===== src/rtl/tpi_pkg.sv =====
`default_nettype none
package tpi_pkg;

	localparam int NODE_W     = 6;
	localparam int IDX_W      = 6;
	localparam int CNT_W      = 7;
	localparam int DIST_W     = 16;
	localparam int GAIN_W     = DIST_W + 1;
	localparam int PASS_W     = 13;
	localparam int MAX_PATH   = 64;
	localparam int PASS_LIMIT = 4096;

	typedef enum logic [1:0] {
		FUNC_DIST   = 2'd0,
		FUNC_APPEND = 2'd1,
		FUNC_START  = 2'd2,
		FUNC_NONE   = 2'd3
	} func_t;

	typedef enum logic [2:0] {
		RA_A  = 3'd0,
		RA_A1 = 3'd1,
		RA_B  = 3'd2,
		RA_B1 = 3'd3,
		RA_LO = 3'd4,
		RA_HI = 3'd5,
		RA_K  = 3'd6
	} rsel_t;

	typedef enum logic [1:0] {
		DA_PA_PA1  = 2'd0,
		DA_PB_PB1  = 2'd1,
		DA_PA_PB   = 2'd2,
		DA_PA1_PB1 = 2'd3
	} dsel_t;

	typedef struct packed {
		rsel_t rsel;
		dsel_t dsel;
		logic  take;
		logic  start;
		logic  cap_pa;
		logic  cap_pa1;
		logic  cap_pb;
		logic  cap_pb1;
		logic  cur_ld;
		logic  cur_add;
		logic  nw_ld;
		logic  nw_add;
		logic  adv;
		logic  first_swap;
		logic  best_upd;
		logic  best_swap;
		logic  tmp_ld;
		logic  wr_lo;
		logic  wr_hi;
		logic  swap_step;
		logic  pass_next;
		logic  emit_ld;
		logic  count_clr;
	} cmd_t;

	typedef struct packed {
		logic mode;
		logic empty;
		logic short_path;
		logic b_more;
		logic a_more;
		logic improving;
		logic better;
		logic improved;
		logic pass_more;
		logic swap_more;
		logic emit_last;
		logic out_free;
	} sts_t;

endpackage
`default_nettype wire


===== src/rtl/tpi_controller.sv =====
`default_nettype none
module tpi_controller (
	input  wire           clk,
	input  wire           arst_n,
	input  wire           in_valid,
	input  wire [1:0]     in_func,
	output logic          in_ready,
	input  tpi_pkg::sts_t sts,
	output tpi_pkg::cmd_t cmd
);
	import tpi_pkg::*;

	typedef enum logic [18:0] {
		S_IDLE  = 19'd1 << 0,
		S_RD0   = 19'd1 << 1,
		S_RD1   = 19'd1 << 2,
		S_RD2   = 19'd1 << 3,
		S_RD3   = 19'd1 << 4,
		S_D0    = 19'd1 << 5,
		S_D1    = 19'd1 << 6,
		S_D2    = 19'd1 << 7,
		S_D3    = 19'd1 << 8,
		S_EV    = 19'd1 << 9,
		S_CMP   = 19'd1 << 10,
		S_ADV   = 19'd1 << 11,
		S_SW0   = 19'd1 << 12,
		S_SW1   = 19'd1 << 13,
		S_SW2   = 19'd1 << 14,
		S_SW3   = 19'd1 << 15,
		S_PEND  = 19'd1 << 16,
		S_PNEXT = 19'd1 << 17,
		S_EMIT  = 19'd1 << 18
	} state_t;

	state_t state_q, state_d;
	logic   emit_wait_q, emit_wait_d;

	assign in_ready = state_q == S_IDLE;

	always_comb begin
		cmd         = '0;
		cmd.rsel    = RA_K;
		cmd.dsel    = DA_PA_PA1;
		state_d     = state_q;
		emit_wait_d = emit_wait_q;
		case (state_q)
			S_IDLE: begin
				if (in_valid) begin
					cmd.take = 1'b1;
					if (in_func == FUNC_START) begin
						cmd.start = 1'b1;
						if (sts.empty) begin
							state_d = S_IDLE;
						end else if (sts.short_path) begin
							state_d     = S_EMIT;
							emit_wait_d = 1'b0;
						end else begin
							state_d = S_RD0;
						end
					end
				end
			end
			S_RD0: begin
				cmd.rsel = RA_A;
				state_d  = S_RD1;
			end
			S_RD1: begin
				cmd.rsel   = RA_A1;
				cmd.cap_pa = 1'b1;
				state_d    = S_RD2;
			end
			S_RD2: begin
				cmd.rsel    = RA_B;
				cmd.cap_pa1 = 1'b1;
				state_d     = S_RD3;
			end
			S_RD3: begin
				cmd.rsel   = RA_B1;
				cmd.cap_pb = 1'b1;
				state_d    = S_D0;
			end
			S_D0: begin
				cmd.cap_pb1 = 1'b1;
				cmd.dsel    = DA_PA_PA1;
				state_d     = S_D1;
			end
			S_D1: begin
				cmd.dsel   = DA_PB_PB1;
				cmd.cur_ld = 1'b1;
				state_d    = S_D2;
			end
			S_D2: begin
				cmd.dsel    = DA_PA_PB;
				cmd.cur_add = 1'b1;
				state_d     = S_D3;
			end
			S_D3: begin
				cmd.dsel  = DA_PA1_PB1;
				cmd.nw_ld = 1'b1;
				state_d   = S_EV;
			end
			S_EV: begin
				cmd.nw_add = 1'b1;
				state_d    = S_CMP;
			end
			S_CMP: begin
				if (!sts.mode && sts.improving) begin
					cmd.first_swap = 1'b1;
					state_d        = S_SW0;
				end else begin
					cmd.best_upd = sts.mode && sts.improving && sts.better;
					cmd.adv      = 1'b1;
					state_d      = (sts.b_more || sts.a_more) ? S_RD0 : S_PEND;
				end
			end
			S_ADV: begin
				cmd.adv = 1'b1;
				state_d = (sts.b_more || sts.a_more) ? S_RD0 : S_PEND;
			end
			S_SW0: begin
				cmd.rsel = RA_LO;
				state_d  = S_SW1;
			end
			S_SW1: begin
				cmd.rsel   = RA_HI;
				cmd.tmp_ld = 1'b1;
				state_d    = S_SW2;
			end
			S_SW2: begin
				cmd.wr_lo = 1'b1;
				state_d   = S_SW3;
			end
			S_SW3: begin
				cmd.wr_hi     = 1'b1;
				cmd.swap_step = 1'b1;
				if (sts.swap_more) begin
					state_d = S_SW0;
				end else begin
					state_d = sts.mode ? S_PNEXT : S_ADV;
				end
			end
			S_PEND: begin
				if (sts.mode && sts.improved) begin
					cmd.best_swap = 1'b1;
					state_d       = S_SW0;
				end else begin
					state_d = S_PNEXT;
				end
			end
			S_PNEXT: begin
				cmd.pass_next = 1'b1;
				if (sts.pass_more) begin
					state_d = S_RD0;
				end else begin
					state_d     = S_EMIT;
					emit_wait_d = 1'b0;
				end
			end
			S_EMIT: begin
				cmd.rsel = RA_K;
				if (!emit_wait_q) begin
					emit_wait_d = 1'b1;
				end else if (sts.out_free) begin
					cmd.emit_ld = 1'b1;
					emit_wait_d = 1'b0;
					if (sts.emit_last) begin
						cmd.count_clr = 1'b1;
						state_d       = S_IDLE;
					end
				end
			end
			default: begin
				state_d = S_IDLE;
			end
		endcase
	end

	always_ff @(posedge clk or negedge arst_n) begin
		if (!arst_n) begin
			state_q     <= S_IDLE;
			emit_wait_q <= 1'b0;
		end else begin
			state_q     <= state_d;
			emit_wait_q <= emit_wait_d;
		end
	end

endmodule
`default_nettype wire


===== config.mk =====
export PLATFORM = sky130hd
export DESIGN_NAME = tpi_controller
export DESIGN_NICKNAME = d
export VERILOG_FILES = /design/src/rtl/tpi_pkg.sv /design/src/rtl/tpi_controller.sv
export SDC_FILE = /design/constraint.sdc
export NUM_CORES = 1
export LEC_CHECK = 0
export BUFFER_PORTS_ARGS = -buffer_cell sky130_fd_sc_hd__buf_2
export CORE_MARGIN = 2
export CORE_UTILIZATION = 53
export CTS_BUF_LIST = sky130_fd_sc_hd__clkbuf_4
export DETAILED_ROUTE_END_ITERATION = 6
export GPL_TIMING_DRIVEN = 1
export HOLD_SLACK_MARGIN = 0.15
export PLACE_DENSITY = 0.83
export SLEW_MARGIN = 20
export SYNTH_ARGS = -nofsm -noshare
export SYNTH_HDL_FRONTEND = slang
export SYNTH_SLANG_ARGS = --single-unit

===== constraint.sdc =====
create_clock -name clk -period 3.2 [get_ports clk]
set_input_delay 0.8 -clock clk [delete_from_list [all_inputs] [get_ports clk]]
set_output_delay 0.8 -clock clk [all_outputs]
set_load 0.01 [all_outputs]

# Yosys cells after proc, flatten, opt, wreduce, memory -nomap -nowiden
# Index checks and enable logic that the tools add are counted.
word_totals:
  reg_bits: 20
  input_bits: 17
  output_inout_bits: 27
  wordCells: 89
op_classes:
  n_eq_ne: 28
  n_mux: 50
  n_reduce_logical: 9
ops:
  columns: ["operator", "n"]
  rows:
  - ["19-bit case mux with 19 select lines", 1]
  - ["19-bit 2-to-1 mux", 8]
  - ["18-bit 2-to-1 mux", 3]
  - ["17-bit 2-to-1 mux", 2]
  - ["1-bit 2-to-1 mux", 25]
  - ["19-bit by 1-bit equality test with 1-bit output (second input constant)", 1]
  - ["19-bit by 10-bit equality test with 1-bit output (second input constant)", 1]
  - ["19-bit by 11-bit equality test with 1-bit output (second input constant)", 1]
  - ["19-bit by 12-bit equality test with 1-bit output (second input constant)", 1]
  - ["19-bit by 13-bit equality test with 1-bit output (second input constant)", 1]
  - ["19-bit by 14-bit equality test with 1-bit output (second input constant)", 1]
  - ["19-bit by 15-bit equality test with 1-bit output (second input constant)", 1]
  - ["19-bit by 16-bit equality test with 1-bit output (second input constant)", 1]
  - ["19-bit by 17-bit equality test with 1-bit output (second input constant)", 1]
  - ["19-bit by 18-bit equality test with 1-bit output (second input constant)", 1]
  - ["19-bit equality test (second input constant)", 1]
  - ["19-bit by 2-bit equality test with 1-bit output (second input constant)", 1]
  - ["19-bit by 3-bit equality test with 1-bit output (second input constant)", 1]
  - ["19-bit by 4-bit equality test with 1-bit output (second input constant)", 1]
  - ["19-bit by 5-bit equality test with 1-bit output (second input constant)", 1]
  - ["19-bit by 6-bit equality test with 1-bit output (second input constant)", 1]
  - ["19-bit by 7-bit equality test with 1-bit output (second input constant)", 1]
  - ["19-bit by 8-bit equality test with 1-bit output (second input constant)", 1]
  - ["19-bit by 9-bit equality test with 1-bit output (second input constant)", 1]
  - ["other kinds (14)", 29]

# Depth between registers and ports, before layout
depth:
  word_depth: 5
  mapped_depth: 8
  mapped_depth_nobuf: 7

# Worst setup path before layout
# No wires, ideal clock.
synth_path:
  path_kind: "reg-to-output"
  from: "reg state_q[2]"
  to: "out cmd[24] (netlist bit)"
  arrival_ns: 2.029
  t_required_ns: 2.400
  path_slack_ns: 0.371
  path_stages_with_launch: 7
  n_path_buf: 1
  cell_sequence: "dfrtp_1 buf_6 or4_4 nor4_4 and4b_2 a221oi_2 or3_1"
synth_lines:
  columns: ["element", "line", "source"]
  rows:
  - ["from (decl)", "tpi_controller.sv:35", "state_t state_q, state_d;"]
  - ["from (signal assigned)", "tpi_controller.sv:183", "state_q <= state_d;"]
  - ["to (decl)", "tpi_controller.sv:9", "output tpi_pkg::cmd_t cmd"]

==> results.sh <==
export IMPL_status="finished with violations"
export IMPL_violations="negative setup slack"
export IMPL_clock_latency_ns=0.31
export IMPL_setup_tns_ns=-0.137
export IMPL_hold_viol_final=0
export IMPL_diodes=0
export IMPL_cp_end_kind="output pin"
export IMPL_synth_cells=144
export IMPL_synth_ff_type="dfrtp_1"
export IMPL_finalCriticalPeriod_ns=3.26
export IMPL_row_count=18
export IMPL_chipHeight_um=55.3
export IMPL_synth_avg_cell_area_um2=9.68
export IMPL_critPathRequiredTime_ns=2.40
export IMPL_layout_drive_gt1_share=0.505
export IMPL_clock_sink_count=20
export IMPL_clock_skew_ns=0.0102
export IMPL_multi_input_area_um2=880
export IMPL_setup_violations=5
export IMPL_max_freq_mhz=307
export IMPL_dp_cells=215
export IMPL_drtIter0Drc=71
export IMPL_die_w_um=55.3
export IMPL_io_pin_count=44
export IMPL_syn_to_final_growth_pct=34.9
export IMPL_min_path_type="primary input to asynchronous set/reset pin"
export IMPL_critPathSlowestCell="or4_4"
export IMPL_cp_num_buf_inv=1
export IMPL_final_max_slew_viol_count=0
export IMPL_grt_total_usage=0.237
export IMPL_start_util=0.563
export IMPL_synth_cell_area_um2=1390
export IMPL_fp_coreArea_um2=2480
export IMPL_p_leak_nw=0.991
export IMPL_portBuffers=43
export IMPL_relSlewSlack=0.667
export IMPL_dr_pass1_iters=4
export IMPL_vias=1489
export IMPL_max_clock_path_buffers=2
export IMPL_ys_types=48
export IMPL_syn_nets=161
export IMPL_grt_max_degree=21
export IMPL_drt_wirelength_per_cell_um=17.2
export IMPL_cts_root_buffer="clkbuf_4"
export IMPL_ys_seq_elements=20
export IMPL_dp_hpwl_um=2770
export IMPL_cts_hold_buf=0
export IMPL_critPathTopFamily="simple AND/OR/NAND/NOR gates"
export IMPL_grt_pass1_vias=1339
export IMPL_p_per_area_nw_per_um2=483
export IMPL_postLayoutCoreUtil=0.759
export IMPL_postRouteWirelength_um=4070
export IMPL_critPathMaxFanout=6
export IMPL_final_instance_count_excl_fill=236
export IMPL_synth_warnings=0
export IMPL_cts_tree="yes"
export IMPL_htree_levels=1
export IMPL_clkSlewWorstSetupHoldPaths_ns=0.12
export IMPL_cp_data_arrival_time_ns=2.46
export IMPL_worstMarginPinSlew_ns=0.495
export IMPL_seq_area_frac_synth=0.360
export IMPL_gp_congestion=0.888
export IMPL_rsz0062_at_grt="true"
export IMPL_whs_ns=0.412
export IMPL_ir_drop_mv=0.391
export IMPL_gr_total_overflow=0
export IMPL_cts_buffers_inserted=3
export IMPL_critPathMaxStageDelay_ns=0.54
export IMPL_async_flop_share=1.00
export IMPL_grt_antenna_before_repair=0
export IMPL_route_detailed_drc=0
export IMPL_period_share=1.02
export IMPL_ant_nets=0
export IMPL_seqCellArea_um2=512
export IMPL_fillCellCount=163
export IMPL_grt_first_pass_wirelength_um=5910
export IMPL_cap_viol_max_count=0
export IMPL_nNetsFinal=224
export IMPL_synth_edf_count=0
export IMPL_fin_ws_ns=-0.0555
export IMPL_routed_via_density=6.31
export IMPL_path_cells="or4_4, nor4_4, and4b_2, a221oi_2, or3_1, buf_2"
export IMPL_cp_start_kind="flip-flop"
export IMPL_critical_path_class="flip-flop to output pin"
export IMPL_p_total_w=0.000908
export IMPL_dieArea_um2=3060
==> cell usage after synthesis, types with 2 or more instances <==
cell      number  share of area
a211o_1        2          0.013
a21oi_1        2         0.0072
and3_1         2         0.0090
and3b_1        4          0.025
and4_2         2          0.014
and4b_1        9          0.065
clkbuf_1       2         0.0054
dfrtp_1       19           0.34
inv_1          3         0.0081
nand2_1        6          0.016
nand2b_1       5          0.022
nand3_1        4          0.014
nand4_1        5          0.022
nor2_1         9          0.024
nor2b_1        2         0.0090
nor3_1        14          0.050
nor3b_1        5          0.027
nor4_1         7          0.031
nor4_4         3          0.046
o21ai_0        3          0.011
or2_2          2         0.0090
or3_1          3          0.013
or4_4          4          0.032
xnor2_1        2          0.013
xor2_1         2          0.013
==> placed cells by master (no fill, tap or decap), types with 3 or more instances in the layout <==
master    instances
buf_2            41
buf_4            20
nor3_1           13
dfrtp_1          11
nor2_1            9
and4b_1           8
dfrtp_2           8
nor4_1            6
nand2_1           6
nand4_1           5
or4_4             5
nor3b_1           5
nor4_4            4
and3b_1           4
nand2b_1          4
or3_1             3
inv_1             3
o21ai_0           3
nand3_1           3
clkbuf_4          3
==> per-stage QoR <==
step	setup slack, ns	area, µm²
4_1_cts	-0.0323	1720
5_1_grt	-0.152	1880
6_report	-0.0555	1880
2_1_floorplan	0.371	1390
3_5_place_dp	0.193	1640
3_3_place_gp	0.266	1640
==> cells by family (layout without fill, tap and decap cells) <==
family / count (synthesis) / in the layout / synth area share
simple gates: 97 / 97 / 0.510
flops: 20 / 20 / 0.360
compound gates: 13 / 13 / 0.0691
buf+inv: 10 / 72 / 0.0359
xor+xnor: 4 / 4 / 0.0251
==> area by class of cell <==
cell class                      instances  area share
Tap cell                               30      0.0200
Sequential cell                        20       0.272
Timing Repair Buffer                   63       0.201
Clock inverter                          1      0.0160
Multi-Input combinational cell        114       0.468
Inverter                                5      0.0113
Clock buffer                            3      0.0120
==> worst paths after layout <==
path / start / end / slack, ns / cells after the start
hold / removal: arst_n / state_q[7] / 0.41 / 1
hold reg to reg: state_q[12] / state_q[14] / 0.50 / 1
setup / recovery: state_q[1] / cmd[24] / -0.06 / 6
setup reg to reg: state_q[2] / state_q[17] / 0.83 / 7
max in group asynchronous: arst_n / state_q[12] / 2.44 / 1
min in group clk: state_q[12] / state_q[14] / 0.50 / 1
==> state kept, by name, summed over array words and instances (netlist names) <==
| register | cells |
|---|---|
| state_q | 19 |
| emit_wait_q | 1 |
==> power by group <==
group / switching (W) / internal (W)
sequential: 0.0000276 / 0.000276
clock: 0.0000833 / 0.000127
combinational: 0.000218 / 0.000177
total: 0.000329 / 0.000579
==> metal layers <==
| layer | wire length (µm) | vias up | track usage |
|---|---|---|---|
| met2 | 2070 | 81 | 0.400 |
| met5 | 0 | - | 0 |
| met1 | 1620 | 712 | 0.304 |
| met4 | 88 | 0 | 0.0871 |
| met3 | 285 | 12 | 0.0422 |
| li1 | - | 684 | - |
==> repair_timing <==
action	in CTS	in global routing
setup buffers	1	16
pin swaps	4	6
setup endpoints to repair	8	12
gates resized for setup	8	11
hold endpoints to repair	0	0
No activity file was read; power rests on OpenSTA's default activity.
